**src/hdl/rcc_pkg.sv**
```systemverilog
`default_nettype none

package rcc_pkg;

    // Register indexes of the configuration port.
    typedef enum logic [2:0] {
        REG_FIRST_GATE   = 3'd0,
        REG_TOP_ANGLE    = 3'd1,
        REG_RANGE_STEP   = 3'd2,
        REG_ANGLE_STEP   = 3'd3,
        REG_STRAT_RADIUS = 3'd4,
        REG_CORE_RADIUS  = 3'd5,
        REG_CORE_OFFSET  = 3'd6
    } reg_index_t;

    typedef enum logic [1:0] {
        REGION_OUTSIDE = 2'd0,
        REGION_STRAT   = 2'd1,
        REGION_CORE    = 2'd2
    } region_t;

    // CORDIC datapath widths: x/y in 2^-17 metre, z in degrees times 2^20.
    localparam int XW = 50;
    localparam int ZW = 29;

    // Angles in 1/2048 degree.
    localparam logic [19:0] ANG_90  = 20'd184320;
    localparam logic [19:0] ANG_180 = 20'd368640;
    localparam logic [19:0] ANG_270 = 20'd552960;
    localparam logic [19:0] ANG_360 = 20'd737280;

    // CORDIC gain limit in Q30.
    localparam logic [29:0] GAIN_Q30 = 30'd652032874;

    // The angle modulo 360 degrees is done as the quotient by 2^14 taken modulo 45.
    // The quotient is lifted by a multiple of 45 to make it positive, then divided
    // by 45 through a reciprocal that is exact for all 24-bit values.
    localparam logic [24:0] MOD_OFFSET = 25'd5898240;
    localparam logic [26:0] MOD_RECIP  = 27'd95443718;
    localparam logic [23:0] MOD_BASE   = 24'd45;

    localparam logic signed [ZW-1:0] ATAN_Q20 [0:31] = '{
        29'sd47185920, 29'sd27855475, 29'sd14718068, 29'sd7471121,
        29'sd3750058,  29'sd1876857,  29'sd938658,   29'sd469357,
        29'sd234682,   29'sd117342,   29'sd58671,    29'sd29335,
        29'sd14668,    29'sd7334,     29'sd3667,     29'sd1833,
        29'sd917,      29'sd458,      29'sd229,      29'sd115,
        29'sd57,       29'sd29,       29'sd14,       29'sd7,
        29'sd4,        29'sd2,        29'sd1,        29'sd0,
        29'sd0,        29'sd0,        29'sd0,        29'sd0
    };

    typedef struct packed {
        logic signed [16:0] first_gate;
        logic signed [20:0] top_angle;
        logic        [12:0] range_step;
        logic        [13:0] angle_step;
        logic        [19:0] strat_radius;
        logic        [19:0] core_radius;
        logic signed [20:0] core_offset;
    } cfg_t;

    typedef struct packed {
        logic        [11:0] range_index;
        logic        [11:0] angle_index;
        logic signed [23:0] dx;
        logic signed [23:0] dy;
    } side_t;

    typedef struct packed {
        logic signed [XW-1:0] x;
        logic signed [XW-1:0] y;
        logic signed [ZW-1:0] z;
    } cordic_t;

endpackage

`default_nettype wire

```
**src/hdl/rcc_front.sv**
```systemverilog
`default_nettype none

// Forms range and angle, reduces the angle to one turn and folds it into
// the right half plane. Four register stages.
module rcc_front
    import rcc_pkg::*;
#(
    parameter int IDX_BITS = 12
)
(
    input  wire logic    clk,
    input  wire logic    rst_n,
    input  wire logic    en,
    input  wire logic    in_valid,
    input  wire side_t   in_side,
    input  wire cfg_t    cfg,
    output logic         out_valid,
    output side_t        out_side,
    output cordic_t      out_vec
);

    logic [3:0] valid_reg;
    side_t      side_reg [0:3];

    // Stage 1: exact range in half metres and angle in 1/2048 degree.
    logic [IDX_BITS-1:0] ri;
    logic [IDX_BITS-1:0] ai;
    logic signed [17:0]  rsum;
    logic signed [21:0]  adiff;
    logic signed [32:0]  r2_next, r2_reg;
    logic signed [37:0]  a2_next, a2_reg;

    assign ri      = in_side.range_index[IDX_BITS-1:0];
    assign ai      = in_side.angle_index[IDX_BITS-1:0];
    assign rsum    = 18'(cfg.first_gate) + 18'($signed({1'b0, ri}));
    assign adiff   = 22'(cfg.top_angle) - 22'($signed({1'b0, ai})) - 22'sd1;
    assign r2_next = $signed({rsum, 1'b1}) * $signed({1'b0, cfg.range_step});
    assign a2_next = $signed({adiff, 1'b1}) * $signed({1'b0, cfg.angle_step});

    // Stage 2: gain scaling and reciprocal multiply for the turn reduction.
    logic signed [63:0] xg_next, xg_reg;
    logic signed [24:0] nsum;
    logic [23:0]        n_next, n_reg;
    logic [50:0]        nm_next, nm_reg;
    logic [13:0]        low_reg;

    assign xg_next = r2_reg * $signed({1'b0, GAIN_Q30});
    assign nsum    = 25'($signed(a2_reg[37:14])) + $signed(MOD_OFFSET);
    assign n_next  = nsum[23:0];
    assign nm_next = 51'(n_next) * 51'(MOD_RECIP);

    // Stage 3: remainder modulo 45 gives the angle within one turn.
    logic [18:0]        qq;
    logic [23:0]        rem24;
    logic [19:0]        a2m_next, a2m_reg;
    logic signed [XW-1:0] x0_next, x0_reg;

    assign qq       = nm_reg[50:32];
    assign rem24    = n_reg - 24'(24'(qq) * MOD_BASE);
    assign a2m_next = {rem24[5:0], low_reg};
    assign x0_next  = $signed(xg_reg[63:14]);

    // Stage 4: fold into [-90, 90] degrees; a half-turn fold negates x.
    logic signed [20:0] af;
    logic               neg;
    cordic_t            vec_next, vec_reg;

    always_comb
    begin
        neg = 1'b0;
        af  = $signed({1'b0, a2m_reg});
        if (a2m_reg > ANG_90 && a2m_reg <= ANG_270)
        begin
            af  = $signed({1'b0, a2m_reg}) - $signed({1'b0, ANG_180});
            neg = 1'b1;
        end
        else if (a2m_reg > ANG_270)
        begin
            af = $signed({1'b0, a2m_reg}) - $signed({1'b0, ANG_360});
        end
        vec_next.x = neg ? -x0_reg : x0_reg;
        vec_next.y = '0;
        vec_next.z = ZW'($signed({af, 9'd0}));
    end

    always_ff @(posedge clk or negedge rst_n)
    begin
        if (!rst_n)
        begin
            valid_reg <= '0;
        end
        else if (en)
        begin
            valid_reg <= {valid_reg[2:0], in_valid};
        end
    end

    always_ff @(posedge clk)
    begin
        if (en)
        begin
            side_reg[0] <= in_side;
            side_reg[1] <= side_reg[0];
            side_reg[2] <= side_reg[1];
            side_reg[3] <= side_reg[2];
            r2_reg      <= r2_next;
            a2_reg      <= a2_next;
            xg_reg      <= xg_next;
            n_reg       <= n_next;
            nm_reg      <= nm_next;
            low_reg     <= a2_reg[13:0];
            a2m_reg     <= a2m_next;
            x0_reg      <= x0_next;
            vec_reg     <= vec_next;
        end
    end

    assign out_valid = valid_reg[3];
    assign out_side  = side_reg[3];
    assign out_vec   = vec_reg;

endmodule

`default_nettype wire

```
**config.mk**
```make
export PLATFORM = sky130hd
export DESIGN_NAME = rcc_front
export DESIGN_NICKNAME = d
export VERILOG_FILES = /design/src/hdl/rcc_pkg.sv /design/src/hdl/rcc_front.sv
export SDC_FILE = /design/constraint.sdc
export NUM_CORES = 2
export LEC_CHECK = 0
export BUFFER_PORTS_ARGS = -buffer_cell sky130_fd_sc_hd__buf_2
export CAP_MARGIN = 20
export CELL_PAD_IN_SITES_DETAIL_PLACEMENT = 2
export CELL_PAD_IN_SITES_GLOBAL_PLACEMENT = 2
export CORE_MARGIN = 5
export CORE_UTILIZATION = 39
export DETAILED_ROUTE_END_ITERATION = 6
export PLACE_DENSITY = 0.85
export SYNTH_ARGS = -nofsm -noshare
export SYNTH_HDL_FRONTEND = slang
export SYNTH_SLANG_ARGS = --single-unit
```
**constraint.sdc**
```tcl
create_clock -name clk -period 8.18 [get_ports clk]
set_input_delay 1.636 -clock clk [delete_from_list [all_inputs] [get_ports clk]]
set_output_delay 1.636 -clock clk [all_outputs]
set_load 0.02 [all_outputs]
```
Word-level counts from Yosys, hierarchy flattened
Memories as Yosys holds them, arrays and structs flattened.
Index checks and enable logic that the tools add are counted.

storage, ports and cells
  register bits = 348
  memory bits (writable) = 288
  input port bits = 202
  word-level logic and storage cells = 35
  memories kept = 1

memories
  memory    depth  width  rd ports  clocked after Yosys merged registers in  write ports  line             RTL
  side_reg  4      72     4         0                                        4            rcc_front.sv:23  side_t side_reg [0:3];

operators by class
  add/subtract/negate cells = 8
  multiply operators = 5
  $lt $le $gt $ge = 3
  multiplexer cells = 6
  reduce and logical (&&, ||, !) cells = 1

operators with widths
  kind                                                                     number
  33-bit by 30-bit multiplier with 63-bit output (second input constant)   1
  24-bit by 26-bit multiplier with 50-bit output (second input constant)   1
  50-bit 2-to-1 mux                                                        1
  50-bit negator                                                           1
  20-bit 2-to-1 mux                                                        2
  23-bit by 15-bit multiplier with 38-bit output                           1
  19-bit by 14-bit multiplier with 33-bit output                           1
  24-bit adder (second input constant)                                     1
  21-bit by 13-bit subtractor with 22-bit output                           1
  22-bit by 2-bit subtractor with 22-bit output (second input constant)    1
  20-bit by 18-bit > comparator with 1-bit output (second input constant)  1
  20-bit > comparator (second input constant)                              1
  20-bit less-or-equal comparator (second input constant)                  1
  20-bit by 19-bit subtractor with 20-bit output (second input constant)   1
  20-bit subtractor (second input constant)                                1
  19-bit by 6-bit multiplier with 6-bit output (second input constant)     1
  17-bit by 13-bit adder with 18-bit output                                1
  6-bit subtractor                                                         1
  1-bit 2-to-1 mux                                                         3
  1-bit logical AND                                                        1

Longest topological paths before layout
  depth in word-level cells = 4
  mapped depth = 37
  depth with buffers taken out = 36

Worst setup path after synthesis
OpenSTA, ideal clock, no wires.

  path kind = in2reg
  start point = input port in_side[48] in the netlist's numbering
  end point = register a2_reg[36] (data pin)
  library setup time = 258 ps
  arrival = 9119 ps
  slack = -1197 ps
  stages = 33
  path buffers = 1
  cells stage by stage = inv_1 -> ha_1 -> fa_1 -> a21o_1 -> a21oi_1 -> o21bai_1 -> a21o_1 -> a21oi_1 -> o21ai_0 -> o41ai_2 -> nand2b_1 -> xnor2_1 -> clkbuf_1 -> nand2_1 -> fa_1 -> inv_1 -> fa_1 -> fa_1 -> fa_1 -> fa_1 -> inv_1 -> fa_1 -> inv_1 -> ha_1 -> and4_1 -> and2_1 -> and4_1 -> nand2_1 -> and3_1 -> a21oi_1 -> a2111o_1 -> a21oi_1 -> xnor2_1

on the way
  cells in the longest elaborated chain, start to end = 3

ends and longest elaborated chain
  item                                            line              RTL
  start, declared                                 rcc_front.sv:15   input wire side_t in_side,
  21-bit by 13-bit subtractor with 22-bit output  rcc_front.sv:36   assign adiff = 22'(cfg.top_angle) - 22'($signed({1'b0, ai})) - 22'sd1;
  22-bit by 2-bit subtractor with 22-bit output   rcc_front.sv:36
  23-bit by 15-bit multiplier with 38-bit output  rcc_front.sv:38   assign a2_next = $signed({adiff, 1'b1}) * $signed({1'b0, cfg.angle_step});
  named net a2_next[36]                           rcc_front.sv:31   logic signed [37:0] a2_next, a2_reg;
  end signal, assigned                            rcc_front.sv:107  a2_reg <= a2_next;
  end, declared                                   rcc_front.sv:31

The timed path passes the listed nets, and every way through them passes these cells.
A chain may end at the register's enable or synchronous reset.

Worst setup path after layout
Ends and elaborated chain as after synthesis.

==> flow_metrics.tcl <==
set metrics [dict create \
    routed_wl_mm 287 \
    setup_viol 45 \
    htreeDepth 3 \
    num_rows 151 \
    vias 48524 \
    finalCritPeriodShare_pct 125 \
    yosysTopAreaCell "fa_1" \
    gp_congestion 0.929 \
    drtPass1Iterations 5 \
    critPathKind "input port to flop" \
    synth.distinct_cells 72 \
    grt_usage_pct 28.7 \
    fillCellCount 16956 \
    fmax_mhz 97.4 \
    wl_per_cell_um 32.7 \
    yosys_register_bits 579 \
    finClkSkew_ps 62.6 \
    yosysSeqAreaShare_pct 26.3 \
    viasPerCell 5.54 \
    final.setup.worst_slack_ps -2090 \
    status "finished, violations left" \
    rr_worst_depth 24 \
    cts_root_buf "clkbuf_16" \
    cpPeakStageDelay_ps 630 \
    holdPathStages 0 \
    drtIter0Drc 3560 \
    cts.clk_slew.worst_paths_ps 70 \
    critPathSlowestCell "fa_2" \
    nets 8559 \
    slew_viol_final 0 \
    grt_overflow 0 \
    crit_arrival_ps 10690 \
    hpwl_mm 197 \
    tightest_slew_ps 1080 \
    violations "negative setup slack" \
    drive_gt1_share_pct 19.4 \
    synth_top_area_share_pct 36.3 \
    multiInputGateArea_mm2 0.0445 \
    fp.dieW_um 421 \
    core_area_mm2 0.169 \
    die_y_um 421 \
    syn_area_mm2 0.0660 \
    grt_pass1_vias 56676 \
    cts_buffer_depth 3 \
    drc 0 \
    end_kind "flop" \
    cap_viol_max_count 0 \
    path_common_cell "inv_2" \
    place_ws_ps -2190 \
    cts_buffers 68 \
    area.sequential_mm2 0.0174 \
    start_util_pct 39.1 \
    synth.avg_cell_area_um2 11.6 \
    synth_edf_count 575 \
    ant_nets 0 \
    grt_max_degree 180 \
    synth_area_leaders "fa_1 (36%), edfxtp_1 (26%), ha_1 (13%)" \
    grt_pass1_wl_mm 382 \
    rsz0062_at_grt "true" \
    antenna_found_initial 19 \
    ios 404 \
    largest_reg_flops 288 \
    hold_viol 0 \
    yosysWarnings 0 \
    synthCells 5708 \
    hold_buffers 0 \
    cts.sinks 579 \
    cts_tree "yes" \
    min_period_ps 10270 \
    required_ps 8600 \
    relSlewSlack_pct 28.0 \
    syn_to_final_growth_pct 18.3 \
    clk_latency_ps 710 \
    portBuffers 283 \
    cp-start-kind "input port" \
    hold_class "flop to flop" \
    crit_fanout 3 \
    async_reset_ff_share_pct 0.691 \
    dieArea_mm2 0.178 \
    synthFlopType "edfxtp_1" \
]
-- cell usage after synthesis, drive strengths merged, types with 15 or more instances --
master	count
a21o	59
clkbuf	95
nor2	97
and2	262
ha	680
fa	1197
nor4	19
edfxtp	575
a21oi	145
o21ai	77
xor2	77
and3	15
nand2	342
nand3	34
a31oi	18
nor3	31
a211oi	17
buf	60
o21a	16
nor2b	45
xnor2	179
nand4	16
inv	1470
nand2b	24
o21bai	18
-- area by class of cell --
class / instances / share of cell area [%]
antenna: 8 / 0.0256
clock buffer: 83 / 2.30
clock inverter: 36 / 0.498
inverter: 1470 / 7.10
multi-input combinational: 3562 / 57.0
sequential: 579 / 22.2
tap: 2218 / 3.55
timing repair buffer: 799 / 7.23
-- per-layer routing --
layer / wire length (µm) / track usage (%) / share of wire [%] / vias up
met4: 21700 / 13.7 / 7.6 / 20
met3: 20800 / 4.26 / 7.2 / 1230
met2: 144000 / 53.2 / 50 / 2645
li1: - / - / - / 19162
met1: 99800 / 32.5 / 35 / 25467
met5: 202 / 0 / 0.071 / -
-- logic make-up after synthesis --
family / after synthesis / share of synthesized area (%)
buffers and inverters: 1625 / 9.58
AND/OR/NAND/NOR: 926 / 7.11
multiplexers: 14 / 0.222
adder cells (fa/ha/maj): 1877 / 49.2
other: 1 / 0.00568
flip-flops: 579 / 26.3
AO/OA/AOI/OAI: 430 / 4.19
XOR/XNOR: 256 / 3.41
-- cell usage in the layout (no fill, tap or decap), types with 11 or more instances in the layout --
| master | n |
|---|---|
| buf_4 | 463 |
| buf_6 | 44 |
| clkbuf_1 | 12 |
| nand2b_1 | 22 |
| o21ai_2 | 11 |
| inv_1 | 1416 |
| ha_4 | 36 |
| xnor2_1 | 151 |
| and3_1 | 12 |
| nand4_1 | 16 |
| nand3_1 | 24 |
| edfxtp_1 | 575 |
| buf_12 | 12 |
| a21oi_4 | 12 |
| xor2_1 | 71 |
| a21oi_2 | 33 |
| nand2_1 | 322 |
| ha_1 | 638 |
| clkbuf_16 | 69 |
| and2_4 | 20 |
| a21oi_1 | 100 |
| nor3_1 | 28 |
| inv_2 | 50 |
| a31oi_1 | 11 |
| o21bai_1 | 14 |
| fa_2 | 36 |
| a21o_1 | 59 |
| fa_1 | 1161 |
| nor2_1 | 84 |
| o21a_1 | 15 |
| conb_1 | 59 |
| xnor2_2 | 20 |
| nor2b_1 | 42 |
| o21ai_0 | 54 |
| nor2_2 | 11 |
| and2_1 | 241 |
| buf_2 | 277 |
| nor4_1 | 17 |
-- worst paths after layout --
path,endpoint,slack [ps],start
worst max register to register,nm_reg[37]$_DFFE_PP_,20,a2_reg[31]$_DFFE_PP_
min in group asynchronous,valid_reg[3]$_DFFE_PN0P_,780,rst_n
worst min-delay path,low_reg[8]$_DFFE_PP_,420,a2_reg[8]$_DFFE_PP_
max in group asynchronous,valid_reg[1]$_DFFE_PN0P_,7280,rst_n
worst max-delay path,a2_reg[36]$_DFFE_PP_,-2090,in_side[48]
worst min register to register,low_reg[8]$_DFFE_PP_,420,a2_reg[8]$_DFFE_PP_
-- repair_timing --
action / CTS / global route
endpoints found under the setup margin: 45 / 63
setup buffers: 67 / 78
pin swaps: 152 / 168
resized for setup: 211 / 147
-- critical path: cells and delay by family --
| kind | cells | cell delay, ps |
|---|---|---|
| adders and majority gates | 9 | 4060 |
| and+or+nand+nor | 1 | 190 |
| buffers and inverters | 12 | 1420 |
| AOI/OAI and AO/OA | 15 | 3170 |
| xor gates and xnor gates | 2 | 180 |
-- through the flow --
step                      hold WS, ps  instance area (µm²)  std cells  util (%)  setup TNS [ps]
after CTS                         411                76900       8679      45.5          -21210
after global routing              413                78100       8748      46.2          -53820
final                             418                78100       8755      46.2          -51120
after detailed placement          405                73500       8511      43.5          -68240
after floorplan                   400                67100       5766         -          -10940
after global placement            400                73500       8511      43.5          -43370
Power is not shown: default switching activity piles up to over one toggle a cycle in this logic, so the estimate is an artifact.
